$ cat config.mk
export PLATFORM = sky130hd
export DESIGN_NAME = button_autofire_generator_unit
export DESIGN_NICKNAME = d
export VERILOG_FILES = /design/src/rtl/core/baf_pkg.sv /design/src/rtl/core/baf_cell.sv /design/src/rtl/core/button_autofire_generator_unit.sv
export SDC_FILE = /design/constraint.sdc
export NUM_CORES = 1
export LEC_CHECK = 0
export BUFFER_PORTS_ARGS = -buffer_cell sky130_fd_sc_hd__buf_2
export CORE_ASPECT_RATIO = 1.2
export CORE_MARGIN = 1
export CORE_UTILIZATION = 46
export DETAILED_ROUTE_END_ITERATION = 6
export SLEW_MARGIN = 20
export SYNTH_ARGS = -nofsm -noshare
export SYNTH_HDL_FRONTEND = slang
export SYNTH_SLANG_ARGS = --single-unit
$ cat constraint.sdc
create_clock -name clock -period 17.4 [get_ports clock]
set_input_delay 0 -clock clock [delete_from_list [all_inputs] [get_ports clock]]
set_output_delay 0 -clock clock [all_outputs]
set_load 0.05 [all_outputs]
$ cat src/rtl/core/baf_pkg.sv
// ----------------------------------------------------------------------------
// baf_pkg
// Shared types and constants for the button autofire generator.
// ----------------------------------------------------------------------------
package baf_pkg;

   // Fixed widths of the external fields
   localparam int unsigned BUTTON_W   = 32;
   localparam int unsigned INTERVAL_W = 8;
   localparam int unsigned COUNT_W    = 3;
   localparam int unsigned TSEL_W     = 6;
   localparam int unsigned FSEL_W     = 5;
   localparam int unsigned SEL_FIELDS = 6;
   localparam int unsigned TSEL_ALL_W = TSEL_W * SEL_FIELDS;
   localparam int unsigned FSEL_ALL_W = FSEL_W * SEL_FIELDS;
   localparam int unsigned BIT_IDX_W  = 5;

   // Register indexes on the csr port
   localparam int unsigned CSR_INDEX_W = 2;
   localparam logic [CSR_INDEX_W-1:0] CSR_FIRE_INTERVAL  = 2'd0;
   localparam logic [CSR_INDEX_W-1:0] CSR_SLOT_COUNT     = 2'd1;
   localparam logic [CSR_INDEX_W-1:0] CSR_TRIGGER_SELECT = 2'd2;
   localparam logic [CSR_INDEX_W-1:0] CSR_FIRE_SELECT    = 2'd3;

   // Per-slot settings handed to one cell
   typedef struct packed {
      logic                 enable;
      logic [BIT_IDX_W-1:0] trigger_idx;
      logic [BIT_IDX_W-1:0] fire_idx;
   } slot_cfg_type;

endpackage

$ cat src/rtl/core/baf_cell.sv
// ----------------------------------------------------------------------------
// baf_cell
// One autofire slot: rewrites the word passing through and keeps its counter.
// ----------------------------------------------------------------------------
module baf_cell #(
   parameter int unsigned WORD_BITS = 32
) (
   input  logic                             clock,
   input  logic                             reset,
   input  logic                             advance,
   input  baf_pkg::slot_cfg_type            cfg,
   input  logic [baf_pkg::INTERVAL_W-1:0]   fire_interval,
   input  logic                             valid_in,
   input  logic [WORD_BITS-1:0]             word_in,
   output logic                             valid_out,
   output logic [WORD_BITS-1:0]             word_out
);
   import baf_pkg::*;

   logic                  valid_ff, valid_in_d;
   logic [WORD_BITS-1:0]  word_ff, word_in_d;
   logic [INTERVAL_W-1:0] tick_ff, tick_in;
   logic                  phase_ff, phase_in;

   logic [WORD_BITS-1:0]  trig_mask, fire_mask, cleared;
   logic [INTERVAL_W:0]   tick_next;
   logic                  hit, wrap, take;

   // Indexes at or above WORD_BITS select nothing
   assign trig_mask = (32'(cfg.trigger_idx) < WORD_BITS) ?
                      (WORD_BITS'(1) << cfg.trigger_idx) : '0;
   assign fire_mask = (32'(cfg.fire_idx) < WORD_BITS) ?
                      (WORD_BITS'(1) << cfg.fire_idx) : '0;

   assign take      = advance && valid_in;
   assign hit       = cfg.enable && ((word_in & trig_mask) != '0);
   assign tick_next = {1'b0, tick_ff} + (INTERVAL_W+1)'(1);
   assign wrap      = tick_next >= {1'b0, fire_interval};
   assign cleared   = word_in & ~trig_mask;

   always_comb begin
      tick_in  = tick_ff;
      phase_in = phase_ff;
      word_in_d = word_in;
      if (hit) begin
         tick_in  = wrap ? '0 : tick_next[INTERVAL_W-1:0];
         phase_in = phase_ff ^ wrap;
         word_in_d = phase_in ? (cleared & ~fire_mask) : (cleared | fire_mask);
      end else if (cfg.enable) begin
         tick_in  = '0;
         phase_in = 1'b0;
      end
   end

   assign valid_in_d = valid_in;

   always_ff @(posedge clock) begin
      if (reset) begin
         valid_ff <= 1'b0;
         tick_ff  <= '0;
         phase_ff <= 1'b0;
      end else if (advance) begin
         valid_ff <= valid_in_d;
         if (take) begin
            tick_ff  <= tick_in;
            phase_ff <= phase_in;
         end
      end
   end

   always_ff @(posedge clock) begin
      if (advance) begin
         word_ff <= word_in_d;
      end
   end

   assign valid_out = valid_ff;
   assign word_out  = word_ff;

   // Disabled slot passes the word untouched
   a_disabled_pass : assert property (@(posedge clock) disable iff (reset)
      take && !cfg.enable |=> word_ff == $past(word_in))
      else $error("disabled slot altered the item");

   // Released trigger on an enabled slot clears its state
   a_release_clear : assert property (@(posedge clock) disable iff (reset)
      take && cfg.enable && !hit |=> tick_ff == '0 && !phase_ff)
      else $error("slot state not cleared on release");

   // No item taken, no state change
   a_idle_hold : assert property (@(posedge clock) disable iff (reset)
      !take |=> $stable(tick_ff) && $stable(phase_ff))
      else $error("slot state moved without an item");

endmodule

$ cat src/rtl/core/button_autofire_generator_unit.sv
// ----------------------------------------------------------------------------
// button_autofire_generator_unit
// Turbo autofire rewriter: a row of slot cells, one pipeline stage per slot.
// ----------------------------------------------------------------------------
// Pipeline: one registered cell per slot between req acceptance and rsp_valid.
// Throughput: one item per cycle; the whole row of cells moves together and
//   stalls only while the last cell holds a result that rsp_ready refuses.
// Reset: synchronous, active high; clears all pipeline valid bits, every
//   slot's tick counter and phase, and loads the register reset values
//   (fire_interval 1, slot_count 2, both select words 0).
// ----------------------------------------------------------------------------
module button_autofire_generator_unit #(
   parameter int unsigned SLOTS     = 6,
   parameter int unsigned WORD_BITS = 32
) (
   input  logic                               clock,
   input  logic                               reset,
   // Input channel
   input  logic                               req_valid,
   output logic                               req_ready,
   input  logic [baf_pkg::BUTTON_W-1:0]       req_button_word,
   // Result channel
   output logic                               rsp_valid,
   input  logic                               rsp_ready,
   output logic [baf_pkg::BUTTON_W-1:0]       rsp_button_result,
   // Register write port
   input  logic                               csr_wr_en,
   input  logic [baf_pkg::CSR_INDEX_W-1:0]    csr_index,
   input  logic [baf_pkg::TSEL_ALL_W-1:0]     csr_wdata
);
   import baf_pkg::*;

   // Configuration registers
   logic [INTERVAL_W-1:0] fire_interval_ff;
   logic [COUNT_W-1:0]    slot_count_ff;
   logic [TSEL_ALL_W-1:0] trigger_select_ff;
   logic [FSEL_ALL_W-1:0] fire_select_ff;

   always_ff @(posedge clock) begin
      if (reset) begin
         fire_interval_ff  <= INTERVAL_W'(1);
         slot_count_ff     <= COUNT_W'(2);
         trigger_select_ff <= '0;
         fire_select_ff    <= '0;
      end else if (csr_wr_en) begin
         case (csr_index)
            CSR_FIRE_INTERVAL:  fire_interval_ff  <= csr_wdata[INTERVAL_W-1:0];
            CSR_SLOT_COUNT:     slot_count_ff     <= csr_wdata[COUNT_W-1:0];
            CSR_TRIGGER_SELECT: trigger_select_ff <= csr_wdata;
            CSR_FIRE_SELECT:    fire_select_ff    <= csr_wdata[FSEL_ALL_W-1:0];
            default: ;
         endcase
      end
   end

   // Row of cells: stage i sits between link i and link i+1
   logic                 link_valid [SLOTS+1];
   logic [WORD_BITS-1:0] link_word  [SLOTS+1];
   slot_cfg_type         slot_cfg   [SLOTS];
   logic                 advance;

   // Everything moves unless the finished item at the end is held back
   assign advance   = !link_valid[SLOTS] || rsp_ready;
   assign req_ready = advance;

   assign link_valid[0] = req_valid;
   assign link_word[0]  = req_button_word[WORD_BITS-1:0];

   for (genvar i = 0; i < SLOTS; i++) begin : g_slot
      if (i < SEL_FIELDS) begin : g_sel
         // slot active only below slot_count; values above SLOTS saturate naturally
         assign slot_cfg[i].enable      = trigger_select_ff[TSEL_W*i + TSEL_W-1]
                                          && (slot_count_ff > COUNT_W'(i));
         assign slot_cfg[i].trigger_idx = trigger_select_ff[TSEL_W*i +: BIT_IDX_W];
         assign slot_cfg[i].fire_idx    = fire_select_ff[FSEL_W*i +: FSEL_W];
      end else begin : g_nosel
         // no select fields here: the slot is always off
         assign slot_cfg[i] = '0;
      end

      baf_cell #(
         .WORD_BITS (WORD_BITS)
      ) u_cell (
         .clock         (clock),
         .reset         (reset),
         .advance       (advance),
         .cfg           (slot_cfg[i]),
         .fire_interval (fire_interval_ff),
         .valid_in      (link_valid[i]),
         .word_in       (link_word[i]),
         .valid_out     (link_valid[i+1]),
         .word_out      (link_word[i+1])
      );
   end

   assign rsp_valid         = link_valid[SLOTS];
   assign rsp_button_result = BUTTON_W'(link_word[SLOTS]);

   // Bits above the word width never show up in a result
   a_narrow_zero : assert property (@(posedge clock) disable iff (reset)
      rsp_valid |-> (rsp_button_result >> WORD_BITS) == '0)
      else $error("result carries bits above the word width");

   // While the row is stalled, the end of the row holds still
   a_row_stall : assert property (@(posedge clock) disable iff (reset)
      !advance |=> $stable(link_valid[SLOTS]) && $stable(rsp_button_result))
      else $error("end of row moved while stalled");

   // A held result must keep the input side blocked
   a_block_in : assert property (@(posedge clock) disable iff (reset)
      rsp_valid && !rsp_ready |-> !req_ready)
      else $error("item taken while the row is stalled");

endmodule
Word-level counts from Yosys, hierarchy flattened. Cells that the tools add are included.

Logic and storage cells: 188. Register bits after elaboration: 329. Output and inout port bits: 34.

Equality and inequality tests: 3. Add/sub/neg operators: 6. Shift-type cells: 12. Bitwise operators: 42. Mux-type cells: 42. $lt $le $gt $ge: 12. Reductions and logical operators: 43.

Operator list (count): 32-bit bitwise AND (18); 32-bit 2-to-1 mux (12); 32-bit inverter (12); 1-bit by 5-bit left shift with 32-bit output (first input constant) (12); 32-bit bitwise OR (6); 32-bit nonzero test (6); 8-bit 2-to-1 mux (18); 8-bit by 1-bit adder with 9-bit output (second input constant) (6); 9-bit by 8-bit >= comparator with 1-bit output (6); 1-bit logical AND (18); 3-bit AND reduction (6); 1-bit 2-to-1 mux (12); 2-bit nonzero test (6); 2-bit AND reduction (4); 3-bit by 1-bit > comparator with 1-bit output (second input constant) (2); 3-bit by 2-bit > comparator with 1-bit output (second input constant) (2); 3-bit > comparator (second input constant) (2); 1-bit bitwise XOR (6); 2-bit == test (second input constant) (2); 2-bit by 1-bit == test with 1-bit output (second input constant) (1); 2-bit zero test (1); 1-bit zero test (1); 1-bit logical OR (1).

Depth between registers and ports, before layout.
Word-level depth: 6. Gate-level depth with buffers: 14. Depth with buffers taken out: 12.

Cells and area by module. From an unflattened synthesis, not the netlist that was laid out.

Cell total of the unflattened synthesis: 2392. Area, all modules: 21983.6 sq um.

By module, submodules not included: baf_cell at g_slot[2].u_cell ... (area an instance 3093.0 sq um, cells an instance 340, times used 4); baf_cell at g_slot[0].u_cell ... (area an instance 3185.6 sq um, cells an instance 364, times used 2); button_autofire_generator_unit (area an instance 3240.6 sq um, cells an instance 304, times used 1).

Worst setup path after synthesis. Ideal clock, no wire load.

Kind: register to register. From: reg g_slot[5].u_cell.valid_ff. To: reg g_slot[1].u_cell.tick_ff[2]. Cell stages (with the launch flop): 8. Library setup time: 61 ps. Slack: 9238 ps. Data required time: 17339 ps. Clock period less this slack: 8162 ps. Arrival: 8101 ps. Path through: dfxtp_1 -> nor2b_1 -> inv_1 -> buf_1 -> nand3_1 -> nor4b_1 -> o211ai_1 -> nand2_1.

Word-level cells in the longest chain between the ends: 4.

Ends and longest elaborated chain: from (decl) (line baf_cell.sv:20) `logic valid_ff, valid_in_d;`; from (signal assigned) (line baf_cell.sv:63) `valid_ff <= valid_in_d;`; 1-bit zero test (*) (line button_autofire_generator_unit.sv:63) `assign advance = !link_valid[SLOTS] || rsp_ready;`; 1-bit logical OR (*) (line button_autofire_generator_unit.sv:63); via req_ready (line button_autofire_generator_unit.sv:20) `output logic req_ready,`; 1-bit logical AND (line baf_cell.sv:35) `assign take = advance && valid_in;`; 3-bit AND reduction (no line) (*); to (signal assigned) (line baf_cell.sv:65) `tick_ff <= tick_in;`; to (decl) (line baf_cell.sv:22) `logic [INTERVAL_W-1:0] tick_ff, tick_in;`.

The timed path passes the listed nets; every way through them passes the cells marked *. A chain may end at the register's enable or synchronous reset.

Worst setup path after layout.
From: reg g_slot[1].u_cell.tick_ff[0]. To: reg g_slot[1].u_cell.word_ff[8] (data pin).

Word-level cells in the longest chain between the ends: 5.

Ends and longest elaborated chain: 8-bit by 1-bit adder with 9-bit output (line baf_cell.sv:37) `assign tick_next = {1'b0, tick_ff} + (INTERVAL_W+1)'(1);`; 9-bit by 8-bit >= comparator with 1-bit output (line baf_cell.sv:38) `assign wrap = tick_next >= {1'b0, fire_interval};`; 1-bit bitwise XOR (line baf_cell.sv:47) `phase_in = phase_ff ^ wrap;`; 32-bit 2-to-1 mux (line baf_cell.sv:48) `word_in_d = phase_in ? (cleared & ~fire_mask) : (cleared | fire_mask);`; 32-bit 2-to-1 mux (line baf_cell.sv:45) `if (hit) begin`; via g_slot[1].u_cell.word_in_d[8] (line baf_cell.sv:21) `logic [WORD_BITS-1:0] word_ff, word_in_d;`; to (signal assigned) (line baf_cell.sv:73) `word_ff <= word_in_d;`; to (decl) (line baf_cell.sv:21).

The timed path passes the listed nets, and every way through them passes these cells.

==> reports/results.ini <==
[status]
outcome=finished clean

[pwr]
cellPowerDensity_nw_per_um2=83.2
total_leakage_power_nw=8.04
p_total_w=0.00203
power_frac_comb_pct=13.1
p_seq_share_pct=45.6
cellInternalPower_w=0.00146
sw_frac_of_total_pct=27.8
p_switching_w=0.000564
pwr-share-clk_pct=41.4
peakVddDrop_mv=0.0711

[clocking]
cts_num_sinks=329
post-cts-setup-buffers=0
cts_tree=done
cts_resized=0
clk_path_buf_depth=3
htreeDepth=2
cts_buffers=38
root_buffer=clkbuf_16
insertion_delay_ns=0.57
clkTransAtPathRegs_ns=0.06

[route]
first_pass_iters=6
ant_nets=0
drc=0
routed_wl_um=76000
drt_iter0_drc=2177
via_per_inst=6.51
vias=21200
route.detailed.wl_per_inst_um=23.3

[final_layout]
layout_common_cells=nand2_1, o21ai_0, a21oi_1
nNetsFinal=2742
fill_cells=4353
seq_area_um2=8510
final_common_cell=nand2_1
drive_above_1_share_pct=9.84
area_delta_synth_final_pct=12.4
layout.cells.non_filler=3258
antenna_cells=0
multiInputGateArea_um2=12200

[setup_path]
setup.worst_path.start_class=flop
critPathArrivalTime_ns=4.54
crit_type=flop to flop
crit_fanout=11
cp.required_ns=17.75
crit_path_end_kind=flop

[timing]
clock_skew_ns=0.0268
finalHoldViolCount=0
max_freq_mhz=239
slew_headroom_pct=26.9
finalSetupViolCount=0
setup_tns_ns=0
min_period_ns=4.19
timing.final.crit_share_pct=24.1
tightest_slew_ns=1.09
rsz0062_at_grt=no
drv_slew=0

[logic_synthesis]
synthArstFlopShare_pct=0
synth_edf_count=192
syn_nets=2715
ys.flop_type=edfxtp_1
synth_seq_cells=329
syn-cell-area_um2=21700
avgSynthCellArea_um2=8.38
yosysSeqAreaShare_pct=39.2
ys_types=90
synth_warnings=0
synth_cells=2586

[place]
place_inst=3109
place_congestion=0.986
io_buffers=108
place_hpwl_um=53800

[grt]
grt-ovfl-total=0
grt_max_degree=129
grt_first_pass_wirelength_um=117000
grt_use_total_pct=31.0
grt_pass1_vias=20100
antenna_found_initial=0

[floorplan]
fp.dieW_um=200
die-area_um2=48000
ios=109
core_um2=46300
fp-row-count=86
die_h_um=240
initial_core_util_pct=46.9

[min_path]
hold_class=primary input to flop

[job]
maxCapViolations=0

==> layer usage <==
layer | track usage, % | vias up | routed length (um)
li1 | - | 9783 | -
met1 | 37.1 | 10100 | 29600
met2 | 54.0 | 1084 | 37100
met3 | 4.03 | 227 | 5140
met4 | 17.2 | 0 | 4190
met5 | 0 | - | 0
==> per-stage QoR <==
stage | hold WS [ns] | area [um^2] | utilization, % | setup WS [ns]
after floorplan | 0.125 | 21700 | - | 9.24
after global placement | 0.240 | 22200 | 48.1 | 13.40
after detailed placement | 0.256 | 22200 | 48.1 | 13.28
after CTS | 0.216 | 24400 | 52.6 | 13.24
after global routing | 0.253 | 24400 | 52.7 | 12.87
final | 0.239 | 24400 | 52.7 | 13.21
==> worst max-delay path: stages, from the launching register on <==
cell and delay, ns:
dfxtp_1 0.42, ha_1 0.29, nand3_1 0.12, xnor2_1 0.20, ha_1 0.28, a21o_1 0.17
a21oi_1 0.13, o22ai_1 0.10, a211oi_2 0.60, xor2_1 0.90, nand2_1 0.31, o41ai_1 0.46
==> area by class of cell <==
type / count / area share (%)
Sequential cell: 329 / 34.9
Clock buffer: 55 / 4.73
Timing Repair Buffer: 208 / 6.13
Clock inverter: 14 / 0.621
Inverter: 27 / 0.447
Multi-Input combinational cell: 2009 / 50.0
Tap cell: 616 / 3.16
==> path summary, 6_finish.rpt <==
path	from	end	slack (ns)	cells past startpoint
setup / recovery	g_slot[1].u_cell.tick_ff[0]	g_slot[1].u_cell.word_out[8]	13.21	11
hold reg to reg	trigger_select_ff[5]	trigger_select_ff[5]	0.46	2
hold / removal	csr_wdata[8]	trigger_select_ff[8]	0.24	4
setup reg to reg	g_slot[1].u_cell.tick_ff[0]	g_slot[1].u_cell.word_out[8]	13.21	11
==> cell usage after synthesis, drive strengths merged (8+ instances only) <==
library cell / instances / area [um^2]
nand2: 332 / 1250
o21ai: 318 / 1600
a21oi: 200 / 1000
edfxtp: 192 / 5770
nor2: 169 / 634
clkbuf: 153 / 574
dfxtp: 137 / 2740
nand3: 103 / 521
a22oi: 79 / 593
buf: 68 / 352
o31ai: 67 / 503
ha: 54 / 676
nand4: 43 / 269
nand3b: 38 / 285
nor2b: 37 / 231
nor3: 37 / 190
nor3b: 33 / 299
and3: 29 / 181
nand2b: 29 / 181
and2: 27 / 174
inv: 26 / 97.6
o211ai: 26 / 195
a32oi: 22 / 193
and3b: 21 / 184
xor2: 21 / 184
o221ai: 20 / 175
o22ai: 20 / 125
o2bb2ai: 19 / 166
mux2i: 18 / 180
xnor2: 17 / 149
or2: 14 / 87.6
mux2: 13 / 146
or3b: 13 / 114
a31oi: 12 / 75.1
a21o: 11 / 82.6
nor4: 11 / 68.8
or4: 11 / 86.3
a32o: 10 / 100
o41ai: 10 / 87.6
or3: 10 / 62.6
nor4b: 9 / 78.8
a22o: 8 / 70.1
==> cell families after synthesis <==
group | synth area share, %
DFF | 39.2
muxes | 1.82
buffers and inverters | 4.74
xor gates and xnor gates | 1.53
AOI/OAI and AO/OA | 26.3
adders and majority gates | 3.12
and+or+nand+nor | 23.2
==> power by group through the flow <==
stage / registers [W] / logic, W / clock network [W]
final: 0.000923 / 0.000265 / 0.000839
after global routing: 0.000926 / 0.000284 / 0.000883
after CTS: 0.000921 / 0.000260 / 0.000857
after detailed placement: 0.000938 / 0.000245 / 0
after global placement: 0.000938 / 0.000243 / 0
after floorplan: 0.000924 / 0.000162 / 0
==> registers in the layout, summed over array words and instances (netlist names) <==
| signal | cells |
|---|---|
| slot_count_ff | 3 |
| trigger_select_ff | 36 |
| g_slot.u_cell.word_out | 192 |
| g_slot.u_cell.valid_out | 6 |
| fire_select_ff | 30 |
| g_slot.u_cell.tick_ff | 48 |
| fire_interval_ff | 8 |
| g_slot.u_cell.phase_ff | 6 |
==> repair_timing <==
| action | CTS | global route |
|---|---|---|
| setup endpoints to repair | 0 | 0 |
| hold buffers | 80 | 0 |
| hold endpoints to repair | 115 | 0 |
No activity file was read; power rests on OpenSTA's default activity.
